$ cat src/slpsq_pkg.sv
// ----------------------------------------------------------------------------
// slpsq_pkg
// Shared types and constants for the status LED pattern sequencer.
// ----------------------------------------------------------------------------
package slpsq_pkg;

  // field widths fixed by the interface
  localparam int TICK_W    = 16;
  localparam int PCT_W     = 7;
  localparam int CFG_IDX_W = 3;

  // event codes
  typedef enum logic [1:0] {
    ACT_TICK       = 2'd0,
    ACT_CONNECT    = 2'd1,
    ACT_DISCONNECT = 2'd2,
    ACT_BATTERY    = 2'd3
  } action_t;

  // sequencer modes as seen on the result channel
  typedef enum logic [2:0] {
    MODE_IDLE  = 3'd0,
    MODE_ADV   = 3'd1,
    MODE_BATT  = 3'd2,
    MODE_PULSE = 3'd3,
    MODE_WAIT  = 3'd4
  } mode_t;

  // configuration register indexes
  typedef enum logic [CFG_IDX_W-1:0] {
    CFG_ADV_ON       = 3'd0,
    CFG_ADV_GAP      = 3'd1,
    CFG_ADV_INTERVAL = 3'd2,
    CFG_BATT_ON      = 3'd3,
    CFG_BATT_OFF     = 3'd4,
    CFG_CONN_ON      = 3'd5,
    CFG_HIGH_PCT     = 3'd6,
    CFG_LOW_PCT      = 3'd7
  } cfg_idx_t;

  // configuration reset values
  localparam logic [TICK_W-1:0] RST_ADV_ON       = 16'd100;
  localparam logic [TICK_W-1:0] RST_ADV_GAP      = 16'd100;
  localparam logic [TICK_W-1:0] RST_ADV_INTERVAL = 16'd2000;
  localparam logic [TICK_W-1:0] RST_BATT_ON      = 16'd200;
  localparam logic [TICK_W-1:0] RST_BATT_OFF     = 16'd200;
  localparam logic [TICK_W-1:0] RST_CONN_ON      = 16'd1000;
  localparam logic [PCT_W-1:0]  RST_HIGH_PCT     = 7'd70;
  localparam logic [PCT_W-1:0]  RST_LOW_PCT      = 7'd30;

  // battery blink counts
  localparam logic [1:0] BLINKS_HIGH = 2'd3;
  localparam logic [1:0] BLINKS_MID  = 2'd2;
  localparam logic [1:0] BLINKS_LOW  = 2'd1;

  // all configuration registers
  typedef struct packed {
    logic [TICK_W-1:0] adv_on;
    logic [TICK_W-1:0] adv_gap;
    logic [TICK_W-1:0] adv_interval;
    logic [TICK_W-1:0] batt_on;
    logic [TICK_W-1:0] batt_off;
    logic [TICK_W-1:0] conn_on;
    logic [PCT_W-1:0]  high_pct;
    logic [PCT_W-1:0]  low_pct;
  } cfg_regs_t;

  // sequencer control state, the phase timer travels beside it
  typedef struct packed {
    logic       led;
    logic       link;
    mode_t      mode;
    logic [1:0] burst;
    logic [1:0] batt_left;
  } seq_state_t;

endpackage

$ cat src/slpsq_cfg.sv
// ----------------------------------------------------------------------------
// slpsq_cfg
// Configuration register file, written through a valid/ready channel.
// ----------------------------------------------------------------------------
module slpsq_cfg (
  input  logic                            clk,
  input  logic                            rst_n,
  input  logic                            cfg_valid,
  output logic                            cfg_ready,
  input  logic [slpsq_pkg::CFG_IDX_W-1:0] cfg_index,
  input  logic [slpsq_pkg::TICK_W-1:0]    cfg_data,
  output slpsq_pkg::cfg_regs_t            regs
);
  import slpsq_pkg::*;

  cfg_regs_t regs_r;

  // writes are always taken
  assign cfg_ready = 1'b1;
  assign regs      = regs_r;

  // register write
  always_ff @(posedge clk) begin
    if (!rst_n) begin
      regs_r.adv_on       <= RST_ADV_ON;
      regs_r.adv_gap      <= RST_ADV_GAP;
      regs_r.adv_interval <= RST_ADV_INTERVAL;
      regs_r.batt_on      <= RST_BATT_ON;
      regs_r.batt_off     <= RST_BATT_OFF;
      regs_r.conn_on      <= RST_CONN_ON;
      regs_r.high_pct     <= RST_HIGH_PCT;
      regs_r.low_pct      <= RST_LOW_PCT;
    end else if (cfg_valid && cfg_ready) begin
      unique case (cfg_idx_t'(cfg_index))
        CFG_ADV_ON:       regs_r.adv_on       <= cfg_data;
        CFG_ADV_GAP:      regs_r.adv_gap      <= cfg_data;
        CFG_ADV_INTERVAL: regs_r.adv_interval <= cfg_data;
        CFG_BATT_ON:      regs_r.batt_on      <= cfg_data;
        CFG_BATT_OFF:     regs_r.batt_off     <= cfg_data;
        CFG_CONN_ON:      regs_r.conn_on      <= cfg_data;
        CFG_HIGH_PCT:     regs_r.high_pct     <= cfg_data[PCT_W-1:0];
        CFG_LOW_PCT:      regs_r.low_pct      <= cfg_data[PCT_W-1:0];
        default: ;
      endcase
    end
  end

endmodule

$ cat src/slpsq_step.sv
// ----------------------------------------------------------------------------
// slpsq_step
// Next-state logic: applies one event to the sequencer state in one pass.
// ----------------------------------------------------------------------------
module slpsq_step #(
  parameter int ADV_BLINKS = 2,
  parameter int TIMER_BITS = 16
) (
  input  slpsq_pkg::action_t             action,
  input  logic                           connect_error,
  input  logic [slpsq_pkg::PCT_W-1:0]    battery_percent,
  input  slpsq_pkg::cfg_regs_t           regs,
  input  slpsq_pkg::seq_state_t          st,
  input  logic [TIMER_BITS-1:0]          timer,
  output slpsq_pkg::seq_state_t          st_nxt,
  output logic [TIMER_BITS-1:0]          timer_nxt
);
  import slpsq_pkg::*;

  localparam int WIDE_W = (TIMER_BITS > TICK_W) ? TIMER_BITS : TICK_W;
  localparam logic [WIDE_W-1:0] TIMER_CAP = WIDE_W'({TIMER_BITS{1'b1}});

  logic                  load_en;
  logic                  clear_en;
  logic                  dec_en;
  logic [TICK_W-1:0]     load_ticks;
  logic [WIDE_W-1:0]     load_ext;
  logic [TIMER_BITS-1:0] load_val;
  logic [1:0]            burst_inc;
  logic [1:0]            left_dec;
  logic [1:0]            blinks;

  assign burst_inc = st.burst + 2'd1;
  assign left_dec  = st.batt_left - 2'd1;

  // blink count from charge thresholds
  always_comb begin
    priority if (battery_percent > regs.high_pct) begin
      blinks = BLINKS_HIGH;
    end else if (battery_percent > regs.low_pct) begin
      blinks = BLINKS_MID;
    end else begin
      blinks = BLINKS_LOW;
    end
  end

  // event and phase-end handling
  always_comb begin
    st_nxt     = st;
    load_en    = 1'b0;
    clear_en   = 1'b0;
    dec_en     = 1'b0;
    load_ticks = regs.adv_on;
    unique case (action)
      ACT_TICK: begin
        if (st.mode != MODE_IDLE) begin
          if (timer <= TIMER_BITS'(1)) begin
            unique case (st.mode)
              MODE_ADV: begin
                load_en = 1'b1;
                if (st.led) begin
                  st_nxt.led = 1'b0;
                  if (burst_inc < 2'(ADV_BLINKS)) begin
                    st_nxt.burst = burst_inc;
                    load_ticks   = regs.adv_gap;
                  end else begin
                    st_nxt.burst = 2'd0;
                    load_ticks   = regs.adv_interval;
                  end
                end else begin
                  st_nxt.led = 1'b1;
                  load_ticks = regs.adv_on;
                end
              end
              MODE_BATT: begin
                if (st.led) begin
                  st_nxt.led = 1'b0;
                  load_en    = 1'b1;
                  load_ticks = regs.batt_off;
                end else begin
                  st_nxt.batt_left = left_dec;
                  if (left_dec != 2'd0) begin
                    st_nxt.led = 1'b1;
                    load_en    = 1'b1;
                    load_ticks = regs.batt_on;
                  end else if (!st.link) begin
                    st_nxt.mode = MODE_WAIT;
                    load_en     = 1'b1;
                    load_ticks  = regs.adv_interval;
                  end else begin
                    st_nxt.mode = MODE_IDLE;
                    clear_en    = 1'b1;
                  end
                end
              end
              MODE_PULSE: begin
                st_nxt.led  = 1'b0;
                st_nxt.mode = MODE_IDLE;
                clear_en    = 1'b1;
              end
              MODE_WAIT: begin
                // restart advertising
                st_nxt.mode  = MODE_ADV;
                st_nxt.burst = 2'd0;
                st_nxt.led   = 1'b1;
                load_en      = 1'b1;
                load_ticks   = regs.adv_on;
              end
              default: ;
            endcase
          end else begin
            dec_en = 1'b1;
          end
        end
      end
      ACT_CONNECT: begin
        if (!connect_error) begin
          st_nxt.link = 1'b1;
          if (st.mode != MODE_BATT) begin
            st_nxt.mode  = MODE_PULSE;
            st_nxt.burst = 2'd0;
            st_nxt.led   = 1'b1;
            load_en      = 1'b1;
            load_ticks   = regs.conn_on;
          end
        end
      end
      ACT_DISCONNECT: begin
        st_nxt.link = 1'b0;
        if (st.mode != MODE_BATT) begin
          st_nxt.mode  = MODE_ADV;
          st_nxt.burst = 2'd0;
          st_nxt.led   = 1'b1;
          load_en      = 1'b1;
          load_ticks   = regs.adv_on;
        end
      end
      ACT_BATTERY: begin
        if (st.mode != MODE_BATT) begin
          st_nxt.mode      = MODE_BATT;
          st_nxt.burst     = 2'd0;
          st_nxt.batt_left = blinks;
          st_nxt.led       = 1'b1;
          load_en          = 1'b1;
          load_ticks       = regs.batt_on;
        end
      end
      default: ;
    endcase
  end

  // saturate the load to the timer width
  assign load_ext = WIDE_W'(load_ticks);
  assign load_val = (load_ext > TIMER_CAP) ? TIMER_CAP[TIMER_BITS-1:0]
                                           : load_ext[TIMER_BITS-1:0];

  // phase timer update
  always_comb begin
    priority if (load_en) begin
      timer_nxt = load_val;
    end else if (clear_en) begin
      timer_nxt = '0;
    end else if (dec_en) begin
      timer_nxt = timer - TIMER_BITS'(1);
    end else begin
      timer_nxt = timer;
    end
  end

endmodule

$ cat src/status_led_pattern_sequencer_core.sv
// ----------------------------------------------------------------------------
// status_led_pattern_sequencer_core
// Event-driven status LED sequencer: advertising bursts, battery level
// blinks and a connect pulse, timed by tick events.
// ----------------------------------------------------------------------------
// Takes one event per clock while in_stall is low and gives one result per
// event: the event is held in an input register, the next-state logic works
// on it in one pass, and the LED level, mode and link flag land in the
// result register together with the updated sequencer state. A held-up
// result register stops the input only once the input register is also full,
// so the block keeps one event in flight behind a waiting result.
// Configuration writes are taken at once on every cycle.
module status_led_pattern_sequencer_core #(
  parameter int ADV_BLINKS = 2,
  parameter int TIMER_BITS = 16
) (
  input  logic                            clk,
  input  logic                            rst_n,
  // event channel
  input  logic                            in_valid,
  output logic                            in_stall,
  input  logic [1:0]                      in_action,
  input  logic                            in_connect_error,
  input  logic [slpsq_pkg::PCT_W-1:0]     in_battery_percent,
  // result channel
  output logic                            out_valid,
  input  logic                            out_stall,
  output logic                            out_led_on,
  output logic [2:0]                      out_mode,
  output logic                            out_link_up,
  // configuration channel
  input  logic                            cfg_valid,
  output logic                            cfg_ready,
  input  logic [slpsq_pkg::CFG_IDX_W-1:0] cfg_index,
  input  logic [slpsq_pkg::TICK_W-1:0]    cfg_data
);
  import slpsq_pkg::*;

  cfg_regs_t             regs;
  seq_state_t            st_r;
  seq_state_t            st_nxt;
  logic [TIMER_BITS-1:0] timer_r;
  logic [TIMER_BITS-1:0] timer_nxt;
  logic                  in_v_r;
  action_t               in_action_r;
  logic                  in_err_r;
  logic [PCT_W-1:0]      in_pct_r;
  logic                  out_v_r;
  logic                  out_led_r;
  mode_t                 out_mode_r;
  logic                  out_link_r;
  logic                  advance;

  // configuration registers
  slpsq_cfg u_cfg (
    .clk       (clk),
    .rst_n     (rst_n),
    .cfg_valid (cfg_valid),
    .cfg_ready (cfg_ready),
    .cfg_index (cfg_index),
    .cfg_data  (cfg_data),
    .regs      (regs)
  );

  // next-state logic
  slpsq_step #(
    .ADV_BLINKS (ADV_BLINKS),
    .TIMER_BITS (TIMER_BITS)
  ) u_step (
    .action          (in_action_r),
    .connect_error   (in_err_r),
    .battery_percent (in_pct_r),
    .regs            (regs),
    .st              (st_r),
    .timer           (timer_r),
    .st_nxt          (st_nxt),
    .timer_nxt       (timer_nxt)
  );

  // handshake: the held event moves on when the result register is free
  assign advance  = in_v_r && (!out_v_r || !out_stall);
  assign in_stall = in_v_r && !advance;

  // input register
  always_ff @(posedge clk) begin
    if (!rst_n) begin
      in_v_r <= 1'b0;
    end else if (!in_stall) begin
      in_v_r <= in_valid;
    end
  end

  always_ff @(posedge clk) begin
    if (in_valid && !in_stall) begin
      in_action_r <= action_t'(in_action);
      in_err_r    <= in_connect_error;
      in_pct_r    <= in_battery_percent;
    end
  end

  // sequencer state
  always_ff @(posedge clk) begin
    if (!rst_n) begin
      st_r.led       <= 1'b0;
      st_r.link      <= 1'b0;
      st_r.mode      <= MODE_IDLE;
      st_r.burst     <= 2'd0;
      st_r.batt_left <= 2'd0;
      timer_r        <= '0;
    end else if (advance) begin
      st_r    <= st_nxt;
      timer_r <= timer_nxt;
    end
  end

  // result register
  always_ff @(posedge clk) begin
    if (!rst_n) begin
      out_v_r <= 1'b0;
    end else if (advance) begin
      out_v_r <= 1'b1;
    end else if (!out_stall) begin
      out_v_r <= 1'b0;
    end
  end

  always_ff @(posedge clk) begin
    if (advance) begin
      out_led_r  <= st_nxt.led;
      out_mode_r <= st_nxt.mode;
      out_link_r <= st_nxt.link;
    end
  end

  assign out_valid   = out_v_r;
  assign out_led_on  = out_led_r;
  assign out_mode    = out_mode_r;
  assign out_link_up = out_link_r;

  // a waiting result always mirrors the sequencer state
  a_out_matches_state: assert property (@(posedge clk) disable iff (!rst_n)
    out_v_r |-> (out_mode_r == st_r.mode && out_led_r == st_r.led &&
                 out_link_r == st_r.link))
    else $error("result register out of step with sequencer state");

  // idle means LED off and timer cleared
  a_idle_quiet: assert property (@(posedge clk) disable iff (!rst_n)
    st_r.mode == MODE_IDLE |-> (!st_r.led && timer_r == '0))
    else $error("idle with LED on or timer running");

  // the connect pulse keeps the LED on until it ends
  a_pulse_led: assert property (@(posedge clk) disable iff (!rst_n)
    st_r.mode == MODE_PULSE |-> st_r.led)
    else $error("connect pulse with LED off");

  // burst counter stays within one burst
  a_burst_range: assert property (@(posedge clk) disable iff (!rst_n)
    st_r.burst < 2'(ADV_BLINKS))
    else $error("advertising burst count out of range");

endmodule
$ cat config.mk
export PLATFORM = sky130hd
export DESIGN_NAME = status_led_pattern_sequencer_core
export DESIGN_NICKNAME = d
export VERILOG_FILES = /design/src/slpsq_pkg.sv /design/src/slpsq_cfg.sv /design/src/slpsq_step.sv /design/src/status_led_pattern_sequencer_core.sv
export SDC_FILE = /design/constraint.sdc
export NUM_CORES = 1
export LEC_CHECK = 0
export BUFFER_PORTS_ARGS = -buffer_cell sky130_fd_sc_hd__buf_2
export CORE_MARGIN = 5
export CORE_UTILIZATION = 45
export DETAILED_ROUTE_END_ITERATION = 10
export GPL_TIMING_DRIVEN = 0
export PLACE_DENSITY = 0.65
export SLEW_MARGIN = 5
export SYNTH_ARGS = -nofsm -noshare
export SYNTH_HDL_FRONTEND = slang
export SYNTH_SLANG_ARGS = --single-unit
export TNS_END_PERCENT = 10
$ cat constraint.sdc
create_clock -name clk -period 4.62 [get_ports clk]
set_input_delay 0.924 -clock clk [delete_from_list [all_inputs] [get_ports clk]]
set_output_delay 0.924 -clock clk [all_outputs]
set_load 0.05 [all_outputs]
==> impl_metrics.json, run 1 <==
{
  "netlist_area_mm2": 0.00797,
  "die_area_mm2": 0.0205,
  "crit_required_ps": 4950,
  "dieHeight_um": 143,
  "grt_start_max_net_pins": 17,
  "synthSimpleGateAreaFrac_pct": 23.4,
  "synthMuxAreaShare_pct": 4.04,
  "seq_area_frac_synth_pct": 39.8,
  "finalSetupTns_ps": 0,
  "hold_viol_final": 0,
  "drive_gt1_share_pct": 7.20,
  "post-dp-hpwl_mm": 20.2,
  "cp-start-kind": "register",
  "grt_overflow": 0,
  "rsz0062_at_grt": "no",
  "syn2layout_area_growth_pct": 12.3,
  "placeableCoreArea_mm2": 0.0174,
  "slew_viol_final": 0,
  "fin_skew_ps": 10.0,
  "die_x_um": 143,
  "end_kind": "register",
  "cts_setup_buffers": 0,
  "synth_edf_count": 15,
  "cts_num_sinks": 151,
  "rows": 48,
  "criticalPathCategory": "reg2reg",
  "outcome": "finished, final reports clean",
  "routedWlPerCell_um": 20.5,
  "arrival_ps": 3880,
  "fin_crit_ps": 3550,
  "numCtsBuffers": 17,
  "clock_latency_ps": 440,
  "synth_flop_cell": "dfxtp_1",
  "routed_via_density": 5.97,
  "ys_warn_count": 0,
  "drv_cap": 0,
  "critical_path.max_fanout": 10,
  "dp.cells": 1304,
  "cts-root-buf": "clkbuf_16",
  "ant_nets": 0,
  "synth_top_family_by_area": "simple AND/OR/NAND/NOR gates",
  "final_cells": 1336,
  "synth_seq_cells": 151,
  "hold_buffers": 0,
  "synth-compound-area-share_pct": 23.4,
  "grt_pass1_wl_mm": 41.8,
  "p_per_area_mw_per_mm2": 378,
  "vias": 7970,
  "top_level_ports": 42,
  "synth_xor_area_share_pct": 0.659,
  "grt_pass1_vias": 7233,
  "cts_resized": 0,
  "clk_pin_slew_ps": 60,
  "antenna_found_initial": 1,
  "ys_types": 58,
  "initial_core_util_pct": 45.9,
  "portBuffers": 31,
  "ctsLongestPathBuffers": 2,
  "syn_area_per_cell_um2": 7.60,
  "topRoutingLayerUsed": "met5",
  "ir_drop_uv": 283,
  "gp_congestion": 0.949,
  "timing.fmax_mhz": 281,
  "htreeDepth": 4,
  "m1WireLength_mm": 11.8,
  "hold_path_class": "reg2reg",
  "antenna_cells": 0,
  "cts_tree": "built",
  "slew_headroom_pct": 23.4,
  "async_flop_share_pct": 0,
  "nNetsFinal": 1153,
  "wl_met3_mm": 2.65,
  "met2WireLength_mm": 12.2,
  "drt_iter0_drc": 866,
  "worst_pin_slew_ps": 1140,
  "first_pass_iters": 6,
  "remaining_drc_errors": 0,
  "syn_inst": 1048,
  "p_leak_nw": 3.22,
  "period_share_pct": 76.9,
  "synthesis.nets": 1103,
  "setup_violations": 0,
  "wl_mm": 27.3,
  "synthAdderAreaFrac_pct": 3.30,
  "track_usage_pct": 26.7
}
-- sequential cells by signal, summed over array words and instances, names as in the netlist --
signal	flops
u_cfg.regs	110
in_err_r	1
out_link_up	1
timer_r	16
out_led_on	1
st_r	8
in_v_r	1
in_action_r	2
in_pct_r	7
out_mode	3
out_valid	1
-- synthesized netlist by cell type (8+ instances only) --
cell | instances | area share (%)
nor3_1 | 14 | 0.88
nor2b_1 | 11 | 0.86
o22ai_1 | 8 | 0.63
o221ai_1 | 8 | 0.88
nand3_1 | 38 | 2.4
o21ai_0 | 33 | 2.1
nor2_1 | 77 | 3.6
a21oi_1 | 134 | 8.4
clkbuf_1 | 61 | 2.9
nand2_1 | 255 | 12
ha_1 | 21 | 3.3
a211oi_1 | 26 | 2.4
edfxtp_1 | 15 | 5.7
a221oi_1 | 11 | 1.2
o211ai_1 | 13 | 1.2
mux2i_1 | 31 | 3.9
inv_1 | 29 | 1.4
dfxtp_1 | 136 | 34
nand2b_1 | 8 | 0.63
-- power breakdown --
part / internal, mW / switching, mW
clock: 0.702 / 0.618
sequential: 1.37 / 0.0423
combinational: 0.205 / 0.442
-- final timing paths --
kind                            cells after the start  slack, ps        endpoint           start
worst max-delay path                                9       1070      timer_r[4]         st_r[7]
worst max register to register                      9       1070      timer_r[4]         st_r[7]
worst min-delay path                                2        450  u_cfg.regs[29]  u_cfg.regs[29]
worst min register to register                      2        450  u_cfg.regs[29]  u_cfg.regs[29]
-- placed cells by master (no fill, tap or decap), types with 13 or more instances in the layout --
cell,netlist,routed
a211oi_1,26,26
edfxtp_1,15,15
o21ai_0,33,33
nand2_1,255,255
a21oi_1,134,134
o211ai_1,13,13
nor2_1,77,77
buf_2,1,32
inv_1,29,29
dfxtp_1,136,136
ha_1,21,21
clkbuf_1,61,63
nor3_1,14,14
nand3_1,38,38
clkbuf_16,0,17
mux2i_1,31,31
-- critical path: stages, from the launching register on --
cell,delay [ps]
dfxtp_1,410
clkbuf_1,620
buf_1,760
mux2i_1,290
nand2_1,70
o21ai_0,90
o21ai_0,100
a221oi_1,620
o221ai_1,230
a22o_1,230
-- cell type report --
class | count | area, um2
plain buffers | 75 | 307
fillers | 1710 | 8400
clock inverters | 13 | 114
repair buffers | 31 | 155
well taps | 225 | 282
clock buffers | 19 | 433
multi-input cells | 792 | 4380
flip-flops and latches | 151 | 3170
inverters | 30 | 113
-- layer usage --
| metal | GRT usage (%) | vias to the layer above |
|---|---|---|
| met5 | 0 | - |
| met4 | 9.60 | 2 |
| met3 | 5.86 | 66 |
| met2 | 41.4 | 389 |
| met1 | 36.6 | 3711 |
| li1 | - | 3802 |
-- per-stage QoR --
stage                     hold slack, ps  instance area, um2  setup slack [ps]  total power [mW]  util, %
after global routing                 469                8950               926              3.51     51.6
final                                454                8950              1070              3.38     51.6
after detailed placement             447                8410              1280              2.07     48.4
after global placement               444                8410              1290              2.06     48.4
after CTS                            457                8950              1230              3.37     51.6
after floorplan                      432                7970              1930              1.87        -
-- cells by family (layout without fill, tap and decap cells) --
family,Yosys count,count (layout)
other cells,1,1
compound gates,295,295
simple gates,437,437
buf+inv,105,168
fa+ha+maj,21,21
flops,151,151
mux,32,32
xor+xnor,6,6
No activity file was read; power rests on OpenSTA's default activity.
==> inputs of run 2 (changes only) <==
==> constraint.sdc (replaced) <==
create_clock -name clk -period 3.62 [get_ports clk]
set_input_delay 0.724 -clock clk [delete_from_list [all_inputs] [get_ports clk]]
set_output_delay 0.724 -clock clk [all_outputs]
set_load 0.05 [all_outputs]
==> impl_metrics.json, run 2 (synthesis results as in run 1) <==
{
  "outcome": "finished, final reports clean",
  "cp_num_buf_inv": 1,
  "top_level_ports": 42,
  "ir_drop_uv": 360,
  "grt_pass1_wl_mm": 41.8,
  "track_usage_pct": 26.7,
  "numCtsBuffers": 17,
  "syn2layout_area_growth_pct": 12.4,
  "antenna_cells": 0,
  "setup_violations": 0,
  "hold_viol_final": 0,
  "gp_congestion": 0.949,
  "grt_overflow": 0,
  "crit_chain": "inv_1 > ha_1 > nand2b_1 > a211oi_1 > a21oi_1 > a311oi_1 > o21ai_0 > a22oi_1 > o32ai_1",
  "rsz0062_at_grt": "no",
  "cts_setup_buffers": 0,
  "worst_slack_ps": 265,
  "die_area_mm2": 0.0205,
  "placeableCoreArea_mm2": 0.0174,
  "remaining_drc_errors": 0,
  "critical_path.max_fanout": 10,
  "pre_cts_ws_ps": 280,
  "routedWlPerCell_um": 20.5,
  "first_pass_iters": 6,
  "max_stage_delay_ps": 940,
  "crit_family": "compound AO/OA/AOI/OAI gates",
  "cts_tree": "built",
  "ctsLongestPathBuffers": 2,
  "post-dp-hpwl_mm": 20.2,
  "initial_core_util_pct": 45.9,
  "finalSetupTns_ps": 0,
  "largest_reg_flops": 110,
  "clk_pin_slew_ps": 70,
  "drv_cap": 0,
  "htreeDepth": 4,
  "p_per_area_mw_per_mm2": 482,
  "cp-start-kind": "register",
  "dieHeight_um": 143,
  "timing.fmax_mhz": 298,
  "criticalPathCategory": "reg2reg",
  "end_kind": "register",
  "fillers": 1711,
  "hold_path_class": "in2reg",
  "vias": 7957,
  "clock_latency_ps": 440,
  "die_x_um": 143,
  "slew_viol_final": 0,
  "crit_required_ps": 3900,
  "rows": 48,
  "period_share_pct": 92.7,
  "portBuffers": 31,
  "slowest_stage": "a311oi_1",
  "drive_gt1_share_pct": 7.29,
  "grt_pass1_vias": 7233,
  "arrival_ps": 3640,
  "fin_crit_ps": 3360,
  "p_leak_nw": 3.22,
  "nNetsFinal": 1153,
  "cts-root-buf": "clkbuf_16",
  "worst_pin_slew_ps": 1140,
  "grt_start_max_net_pins": 17,
  "drt_iter0_drc": 833,
  "routed_via_density": 5.96,
  "fin_skew_ps": 9.91,
  "wl_mm": 27.3,
  "layout_commonest_cell": "nand2_1",
  "ant_nets": 0,
  "cts_num_sinks": 151,
  "mostFrequentLayoutCells": "255 x nand2_1, 136 x dfxtp_1, 134 x a21oi_1",
  "antenna_found_initial": 1,
  "slew_headroom_pct": 23.6
}
==> run 2: changes by cell type in the layout (fill, tap and decap cells not counted) <==
| cell | change |
|---|---|
| clkbuf_2 | +1 |
| buf_1 | -1 |
==> run 2: through the flow <==
| step | cells | cell area, um2 | hold slack [ps] | total power, mW | utilization, % |
|---|---|---|---|---|---|
| floorplan | 1048 | 7970 | 432 | 2.39 | - |
| global placement | 1304 | 8410 | 444 | 2.63 | 48.4 |
| detailed placement | 1304 | 8410 | 447 | 2.64 | 48.4 |
| CTS | 1336 | 8950 | 441 | 4.30 | 51.6 |
| global route | 1336 | 8950 | 446 | 4.47 | 51.6 |
| finish | 1336 | 8950 | 453 | 4.32 | 51.6 |
==> run 2: per-layer routing <==
metal  vias to the layer above  part of all wire, %  GRT usage (%)
met1                      3713                   44           36.6
met4                         2                  2.5           9.60
li1                       3800                    -              -
met2                       382                   45           41.4
met5                         -                0.044              0
met3                        60                  9.4           5.86
==> run 2: where the power goes <==
group | switching, mW | internal (mW) | total (mW)
clock network | 0.790 | 0.896 | 1.69
registers | 0.0543 | 1.75 | 1.81
logic | 0.563 | 0.262 | 0.825
==> run 2: final timing paths <==
kind,depth (start not counted),slack [ps],end,startpoint
worst min-delay path,1,450,in_pct_r[4],in_battery_percent[4]
worst min register to register,2,450,u_cfg.regs[29],u_cfg.regs[29]
worst max-delay path,9,260,timer_r[15],in_action_r[1]
worst max register to register,9,260,timer_r[15],in_action_r[1]
==> run 2: layout make-up <==
type / instances / area, um2 / share of cell area (%)
multi-input combinational: 792 / 4380 / 48.9
sequential: 151 / 3170 / 35.4
clock buffer: 19 / 433 / 4.84
buffer: 75 / 308 / 3.44
tap: 225 / 282 / 3.14
timing repair buffer: 31 / 155 / 1.73
clock inverter: 13 / 114 / 1.27
inverter: 30 / 113 / 1.26
==> run 2: worst register-to-register path: stages (launching register included) <==
cell      delay, ps
edfxtp_1        420
inv_1           100
ha_1            300
nand2b_1        160
a211oi_1        520
a21oi_1         160
a311oi_1        940
o21ai_0         220
a22oi_1         280
o32ai_1         120
==> run 2: what timing repair did <==
item	CTS	global route
setup endpoints to repair	0	2
hold buffers	0	0
resized for setup	0	2
